$ cat src/wst_pkg.sv
package wst_pkg;

    localparam int SLOT_W     = 4;
    localparam int WEIGHT_W   = 20;
    localparam int DUR_W      = 20;
    localparam int SRV_OUT_W  = 4;
    localparam int CFG_W      = 5;
    localparam int S_DATA_W   = 48;

    localparam logic [CFG_W-1:0] ACTIVE_RESET = 5'd16;

    localparam logic CMD_LOAD = 1'b0;
    localparam logic CMD_TASK = 1'b1;

    typedef enum logic [1:0] {
        ST_IDLE,
        ST_SCAN,
        ST_HOLD
    } state_t;

    typedef struct packed {
        logic valid;
        logic any_free;
        logic have_early;
    } tok_flags_t;

endpackage

$ cat src/wst_cell.sv
module wst_cell #(
    parameter int IDX       = 0,
    parameter int IDX_W     = 4,
    parameter int TIME_BITS = 40
) (
    input  logic                          aclk,
    input  logic                          aresetn,
    input  logic                          active,
    input  logic                          load_en,
    input  logic [wst_pkg::SLOT_W-1:0]    load_slot,
    input  logic [wst_pkg::WEIGHT_W-1:0]  load_weight,
    input  logic                          wr_en,
    input  logic [IDX_W-1:0]              wr_idx,
    input  logic [TIME_BITS-1:0]          wr_time,
    input  logic [TIME_BITS-1:0]          now_in,
    input  wst_pkg::tok_flags_t           flags_in,
    input  logic [wst_pkg::WEIGHT_W-1:0]  free_w_in,
    input  logic [IDX_W-1:0]              free_idx_in,
    input  logic [TIME_BITS-1:0]          early_t_in,
    input  logic [wst_pkg::WEIGHT_W-1:0]  early_w_in,
    input  logic [IDX_W-1:0]              early_idx_in,
    output wst_pkg::tok_flags_t           flags_out,
    output logic [wst_pkg::WEIGHT_W-1:0]  free_w_out,
    output logic [IDX_W-1:0]              free_idx_out,
    output logic [TIME_BITS-1:0]          early_t_out,
    output logic [wst_pkg::WEIGHT_W-1:0]  early_w_out,
    output logic [IDX_W-1:0]              early_idx_out
);
    import wst_pkg::*;

    localparam logic [IDX_W-1:0] MY_IDX = IDX_W'(IDX);

    logic [WEIGHT_W-1:0]  weight_reg;
    logic [TIME_BITS-1:0] free_at_reg;

    tok_flags_t           flags_reg, flags_next;
    logic [WEIGHT_W-1:0]  free_w_reg, free_w_next;
    logic [IDX_W-1:0]     free_idx_reg, free_idx_next;
    logic [TIME_BITS-1:0] early_t_reg, early_t_next;
    logic [WEIGHT_W-1:0]  early_w_reg, early_w_next;
    logic [IDX_W-1:0]     early_idx_reg, early_idx_next;

    logic slot_hit;
    logic free_ok;

    assign slot_hit = (32'(load_slot) == IDX);
    assign free_ok  = active && (free_at_reg <= now_in);

    always_ff @(posedge aclk) begin
        if (!aresetn) begin
            free_at_reg <= '0;
        end else if (load_en && slot_hit) begin
            free_at_reg <= '0;
        end else if (wr_en && (wr_idx == MY_IDX)) begin
            free_at_reg <= wr_time;
        end
    end

    always_ff @(posedge aclk) begin
        if (load_en && slot_hit) begin
            weight_reg <= load_weight;
        end
    end

    always_comb begin
        flags_next     = flags_in;
        free_w_next    = free_w_in;
        free_idx_next  = free_idx_in;
        early_t_next   = early_t_in;
        early_w_next   = early_w_in;
        early_idx_next = early_idx_in;
        if (active) begin
            if (free_ok && (!flags_in.any_free || (weight_reg < free_w_in))) begin
                flags_next.any_free = 1'b1;
                free_w_next         = weight_reg;
                free_idx_next       = MY_IDX;
            end
            if (!flags_in.have_early || (free_at_reg < early_t_in) ||
                ((free_at_reg == early_t_in) && (weight_reg < early_w_in))) begin
                flags_next.have_early = 1'b1;
                early_t_next          = free_at_reg;
                early_w_next          = weight_reg;
                early_idx_next        = MY_IDX;
            end
        end
    end

    always_ff @(posedge aclk) begin
        if (!aresetn) begin
            flags_reg <= '0;
        end else begin
            flags_reg <= flags_next;
        end
    end

    always_ff @(posedge aclk) begin
        free_w_reg    <= free_w_next;
        free_idx_reg  <= free_idx_next;
        early_t_reg   <= early_t_next;
        early_w_reg   <= early_w_next;
        early_idx_reg <= early_idx_next;
    end

    assign flags_out     = flags_reg;
    assign free_w_out    = free_w_reg;
    assign free_idx_out  = free_idx_reg;
    assign early_t_out   = early_t_reg;
    assign early_w_out   = early_w_reg;
    assign early_idx_out = early_idx_reg;

endmodule

$ cat config.mk
export PLATFORM = sky130hd
export DESIGN_NAME = wst_cell
export DESIGN_NICKNAME = d
export VERILOG_FILES = /design/src/wst_pkg.sv /design/src/wst_cell.sv
export SDC_FILE = /design/constraint.sdc
export NUM_CORES = 1
export LEC_CHECK = 0
export BUFFER_PORTS_ARGS = -buffer_cell sky130_fd_sc_hd__buf_4
export CAP_MARGIN = 20
export CORE_MARGIN = 8
export CORE_UTILIZATION = 30
export CTS_BUF_LIST = sky130_fd_sc_hd__clkbuf_8 sky130_fd_sc_hd__clkbuf_16
export CTS_CLUSTER_DIAMETER = 100
export DETAILED_ROUTE_END_ITERATION = 12
export HOLD_SLACK_MARGIN = 0.05
export PLACE_DENSITY = 0.53
export SYNTH_ARGS = -nofsm -noshare
export SYNTH_HDL_FRONTEND = slang
export SYNTH_SLANG_ARGS = --single-unit
$ cat constraint.sdc
create_clock -name aclk -period 3.9 [get_ports aclk]
set_clock_uncertainty 0.15 [all_clocks]
set_input_delay 0.39 -clock aclk [delete_from_list [all_inputs] [get_ports aclk]]
set_output_delay 0.39 -clock aclk [all_outputs]
set_load 0.01 [all_outputs]
==> results of run 1 <==
[metal layers]
metal / GRT usage (%) / part of all wire [%]
met3: 5.70 / 8.5
met2: 28.2 / 46
met5: 0 / 0
met4: 4.17 / 0.77
met1: 21.1 / 45
[placed cells by master, fill, tap and decap left out, drive strengths merged, types with 2 or more instances in the layout]
cell,netlist,routed
a211o,2,2
a211oi,3,3
a21o,5,5
a21oi,93,93
a221oi,4,4
a31oi,2,2
and2,3,3
and3,2,2
and4,5,5
buf,9,302
bufinv,0,2
clkbuf,12,17
clkinv,0,4
clkinvlp,0,2
dfxtp,131,131
dlygate4sd3,0,123
edfxtp,20,20
ha,118,118
inv,120,127
mux2,80,80
nand2,110,110
nand2b,2,2
nand3,7,7
nand4,17,17
nor2,10,10
nor2b,10,10
nor3,7,7
nor4,6,6
o211ai,3,3
o21a,2,2
o21ai,23,23
or3,2,2
[worst reg2reg max path, stage by stage (launching register included)]
cell and delay, ns:
dfxtp_1 0.34, ha_1 0.33, nand4_1 0.20, nor4_1 0.31, buf_4 0.14, nand2b_1 0.14
or4_1 0.61, a31oi_4 0.25, buf_4 0.38, mux2_2 0.40
[stage by stage]
step,area (um2),utilization (%),hold WS (ns)
3_3_place_gp,10400,40.3,0.312
5_1_grt,12300,47.3,0.0573
4_1_cts,12300,47.3,0.0503
6_report,12300,47.3,0.0689
2_1_floorplan,7860,-,0.296
3_5_place_dp,10400,40.3,0.316
[kinds of logic after synthesis]
family | count (synthesis)
buffers and inverters | 141
DFF | 151
and+or+nand+nor | 184
adders and majority gates | 118
AOI/OAI and AO/OA | 142
muxes | 80
[synthesized netlist by cell type (10+ instances only)]
master | number | area, um2
nand4_1 | 17 | 106
mux2_1 | 20 | 225
o21ai_0 | 23 | 115
mux2_2 | 60 | 676
nor2b_1 | 10 | 62.6
nand2_1 | 110 | 413
dfxtp_1 | 131 | 2620
edfxtp_1 | 20 | 601
ha_1 | 118 | 1480
inv_1 | 120 | 450
a21oi_1 | 93 | 465
clkbuf_1 | 12 | 45.0
nor2_1 | 10 | 37.5
[layout make-up]
type	instances	area, um2	share of cell area [%]
multi-input cells	524	4050	33.0
flip-flops and latches	151	3220	26.3
clock inverters	15	168	1.37
repair buffers	425	3520	28.7
clock buffers	17	425	3.47
diodes	1	2.50	0.0204
inverters	120	450	3.67
well taps	335	419	3.42
[final timing paths]
kind	end	slack, ns	cells after the start
max	early_t_out[39]$_DFF_P_	0.25	12
min	free_at_reg[29]$_SDFFE_PP0P_	0.07	3
max reg2reg	early_t_out[39]$_DFF_P_	0.54	9
min reg2reg	free_at_reg[0]$_SDFFE_PP0P_	0.32	2
[power breakdown]
group / internal, uW / switching (uW)
clock: 960 / 746
combinational: 405 / 274
sequential: 1650 / 31.9
total: 3010 / 1050
[what timing repair did]
| item | in CTS | in global routing |
|---|---|---|
| gates resized for setup | 0 | 0 |
| hold endpoints to repair | 123 | 0 |
| hold buffers | 123 | 0 |
==> flow_summary.json, run 1 <==
{
  "synth_top_family_by_area": "adder cells",
  "synth.avg_cell_area_um2": 9.63,
  "die_h_um": 178,
  "ant_nets": 0,
  "path_clk_slew_ns": 0.07,
  "gp_congestion": 0.812,
  "rsz0062_at_grt": "no",
  "cp_top_family": "simple AND/OR/NAND/NOR gates",
  "ir_drop_uv": 182,
  "cts_setup_buffers": 0,
  "drtPass1Iterations": 4,
  "post-route-min-period_ns": 3.65,
  "syn2layout_area_growth_pct": 56.1,
  "cp-startpoint": "early_t_in[15]",
  "synth_edf_count": 20,
  "worst_ep_arrival_time_ns": 3.80,
  "synth_xor_area_share_pct": 0,
  "synthAdderAreaFrac_pct": 18.8,
  "synthesis.nets": 1138,
  "cp_max_fo": 24,
  "fin_crit_sh_pct": 93.6,
  "fin_tns_setup_ns": 0,
  "reg2reg_from": "free_at_reg[15]$_SDFFE_PP0P_",
  "drt-total-wl_mm": 27.0,
  "clkLatencyLatePin_ns": 0.43,
  "required_ns": 4.05,
  "hpwl_mm": 20.9,
  "rows": 59,
  "clk_path_buf_depth": 2,
  "critPathKind": "input port to register",
  "drv_cap": 0,
  "slew_headroom_pct": 32.9,
  "antenna_found_initial": 0,
  "dp_slack_ns": 0.332,
  "vias": 7121,
  "crit_top_cell": "buf_4",
  "path_cells": "dlygate4sd3_1, buf_4, inv_1, ha_1, nand4_1, nor4_1, buf_4, nand2b_1, or4_1, a31oi_4, buf_4, mux2_2",
  "portBuffers": 294,
  "grt_usage_pct": 17.1,
  "htreeDepth": 4,
  "worst_path_max_delay_cell": "or4_1",
  "synth_seq_cells": 151,
  "initial_core_util_pct": 30.3,
  "hold_viol": 0,
  "drt_iter0_drc": 251,
  "cpPeakStageDelay_ns": 0.61,
  "setup_violations": 0,
  "min_from": "wr_time[29]",
  "ys_warn_count": 0,
  "cts_tree": "done",
  "crit_buf_inv": 5,
  "ioPinCount": 295,
  "nets": 1561,
  "status": "finished clean",
  "synth_flop_cell": "dfxtp_1",
  "core_mm2": 0.0259,
  "final-instance-count-excl-fill": 1588,
  "synth_cells": 816,
  "setup_ws_ns": 0.249,
  "nFillCells": 2466,
  "clock.fmax_mhz": 274,
  "min_path_type": "input port to register",
  "synthArstFlopShare_pct": 0,
  "grt_overflow": 0,
  "grt_max_degree": 41,
  "routedWlPerCell_um": 17.0,
  "routed_via_density": 4.48,
  "die-area_mm2": 0.0316,
  "clock_sinks": 151,
  "cts-root-buf": "clkbuf_16",
  "synth.distinct_cells": 40,
  "cts_inserted_buffers": 17,
  "worst_pin_slew_ns": 1.01,
  "netlist_area_mm2": 0.00786,
  "p_total_uw": 4060,
  "synth_compound_area_share_pct": 10.4,
  "drc": 0,
  "grt_pass1_wl_mm": 41.8,
  "place_inst": 1432,
  "grt_pass1_vias": 7669,
  "cp-end-kind": "register",
  "drive_gt1_share_pct": 31.8,
  "ys_seq_area_share_pct": 41.0,
  "die_w_um": 178,
  "p_per_area_mw_per_mm2": 331,
  "synth-simple-area-share_pct": 10.8,
  "cp-start-kind": "input port",
  "drv_slew": 0,
  "muxShareOfSynthArea_pct": 11.5,
  "p_leak_uw": 0.00598
}
No activity file was read; power rests on OpenSTA's default activity.
==> run 2, diff against run 1 <==
Settings changed: RECOVER_POWER from default to 50.
==> run 2 against run 1 <==
Against the previous run: critical path depth unchanged; worst hold slack lost 0.0010 ns; fmax about the same; setup slack gained 0.0021 ns; clock power about the same; utilization fell by 1.3 points; count of clock-buffer cells in the layout unchanged; critical endpoint unchanged.
==> flow_summary.json, run 2 (synthesis results as in run 1) <==
{
  "grt.busiest_layer": "met2",
  "clock_power_share_pct": 42.5,
  "most-common-layout-cells": "187 x buf_4, 131 x dfxtp_1, 123 x dlygate4sd3_1",
  "clk_path_buf_depth": 2,
  "switching_share_pct": 26.2,
  "die-area_mm2": 0.0316,
  "nets": 1561,
  "dp_slack_ns": 0.332,
  "grt_util_met1_pct": 21.1,
  "final_common_cell": "buf_4",
  "rsz0062_at_grt": "no",
  "ff2ff_path_depth": 9,
  "routed_via_density": 4.48,
  "drv_cap": 0,
  "fin_crit_sh_pct": 93.5,
  "drtPass1Iterations": 4,
  "met2_usage_pct": 28.2,
  "ant_nets": 0,
  "cts_tree": "done",
  "hpwl_mm": 20.9,
  "hold_end": "free_at_reg[29]$_SDFFE_PP0P_",
  "drive_gt1_share_pct": 24.4,
  "p_sw_uw": 1050,
  "drv_slew": 0,
  "antenna_found_initial": 0,
  "htreeDepth": 4,
  "min_from": "wr_time[29]",
  "cts_inserted_buffers": 17,
  "rows": 59,
  "worst_pin_slew_ns": 1.37,
  "status": "finished clean",
  "hold_viol": 0,
  "required_ns": 4.05,
  "p_per_area_mw_per_mm2": 337,
  "grt_pass1_wl_mm": 41.8,
  "grt_usage_pct": 17.1,
  "min_path_type": "input port to register",
  "internal-power_uw": 2960,
  "core_mm2": 0.0259,
  "reg2reg_from": "free_at_reg[15]$_SDFFE_PP0P_",
  "ir_drop_uv": 182,
  "min_path_cells": 3,
  "die_w_um": 178,
  "final_cell_area_mm2": 0.0119,
  "routedWlPerCell_um": 17.0,
  "portBuffers": 294,
  "grt_overflow": 0,
  "setup_violations": 0,
  "fin_tns_setup_ns": 0,
  "p_comb_share_pct": 15.7,
  "setup_ws_ns": 0.252,
  "drt_iter0_drc": 276,
  "seqCellArea_mm2": 0.00322,
  "dpl_cell_area_mm2": 0.0104,
  "initial_core_util_pct": 30.3,
  "cts_setup_buffers": 0,
  "rrSetupSlack_ns": 0.53,
  "gp_congestion": 0.812,
  "die_h_um": 178,
  "worst_ep_arrival_time_ns": 3.80,
  "drc": 0,
  "path_clk_slew_ns": 0.07,
  "p_leak_uw": 0.00563,
  "grt_pass1_vias": 7669,
  "r2r_end": "early_t_out[39]$_DFF_P_",
  "critPathKind": "input port to register",
  "nFillCells": 2564,
  "slew_headroom_pct": 8.98,
  "pwr-share-seq_pct": 41.7,
  "cp-end-kind": "register",
  "grt_max_degree": 41,
  "syn2layout_area_growth_pct": 51.7,
  "clock.fmax_mhz": 274,
  "post-route-min-period_ns": 3.65,
  "ioPinCount": 295,
  "cp_max_fo": 24,
  "drt-total-wl_mm": 26.9,
  "multi_input_area_mm2": 0.00405,
  "postLayoutCoreUtil_pct": 46.0,
  "cts-root-buf": "clkbuf_16",
  "met3_usage_pct": 5.70,
  "clock_sinks": 151,
  "vias": 7111,
  "clkLatencyLatePin_ns": 0.43,
  "cp-start-kind": "input port"
}
==> run 2: cell types whose count changed in the layout (fill, tap and decap cells not counted), sizes merged <==
cell	change
clkbuf	+113
buf	-113
==> run 2: worst max-delay path by stage <==
stage / depth (start not counted) / from / slack, ns / to
after detailed placement: 11 / early_t_in[15] / 0.33 / early_w_out[13]$_DFF_P_
final: 12 / early_t_in[15] / 0.25 / early_t_out[39]$_DFF_P_
after floorplan: 10 / now_in[22] / 0.93 / free_w_out[10]$_DFF_P_
after global placement: 11 / early_t_in[15] / 0.32 / early_w_out[12]$_DFF_P_
after global routing: 12 / early_t_in[15] / 0.06 / early_t_out[39]$_DFF_P_
after CTS: 12 / early_t_in[15] / 0.23 / early_w_out[13]$_DFF_P_
==> run 2: timing repair <==
item	CTS	global route
resized for setup	0	0
hold buffers	123	0
endpoints found under the hold margin	123	0
==> run 2: final cells by class <==
type,instances,area share (%)
antenna,1,0.0210
clock buffer,17,3.57
clock inverter,15,1.41
inverter,120,3.78
multi-input combinational,524,34.0
sequential,151,27.1
tap,335,3.52
timing repair buffer,425,26.7
==> run 2: metal layers <==
| layer | wire [um] | up-vias | share of wire (%) |
|---|---|---|---|
| met3 | 2310 | 15 | 8.6 |
| met4 | 225 | 0 | 0.84 |
| li1 | - | 3658 | - |
| met5 | 0 | - | 0 |
| met1 | 12000 | 3222 | 44 |
| met2 | 12400 | 216 | 46 |
==> run 2: metrics by stage <==
stage               total power (uW)  hold WS [ns]  instances
global placement                2290         0.312       1432
finish                          4010        0.0679       1588
CTS                             4120        0.0503       1587
floorplan                       1950         0.296        816
global route                    4200        0.0573       1587
detailed placement              2290         0.316       1432
==> run 2: worst max-delay path, cell delays in order <==
cell	delay [ns]
dlygate4sd3_1	0.53
buf_4	0.11
inv_1	0.03
ha_1	0.31
nand4_1	0.20
nor4_1	0.31
buf_4	0.14
nand2b_1	0.14
or4_1	0.61
a31oi_4	0.25
buf_4	0.38
mux2_2	0.38
==> run 2: power by group through the flow <==
stage	logic (uW)	clock network, uW	registers (uW)
after global placement	576	0	1710
after CTS	687	1750	1680
final	630	1710	1680
after global routing	699	1820	1680
after detailed placement	580	0	1710
after floorplan	219	0	1730
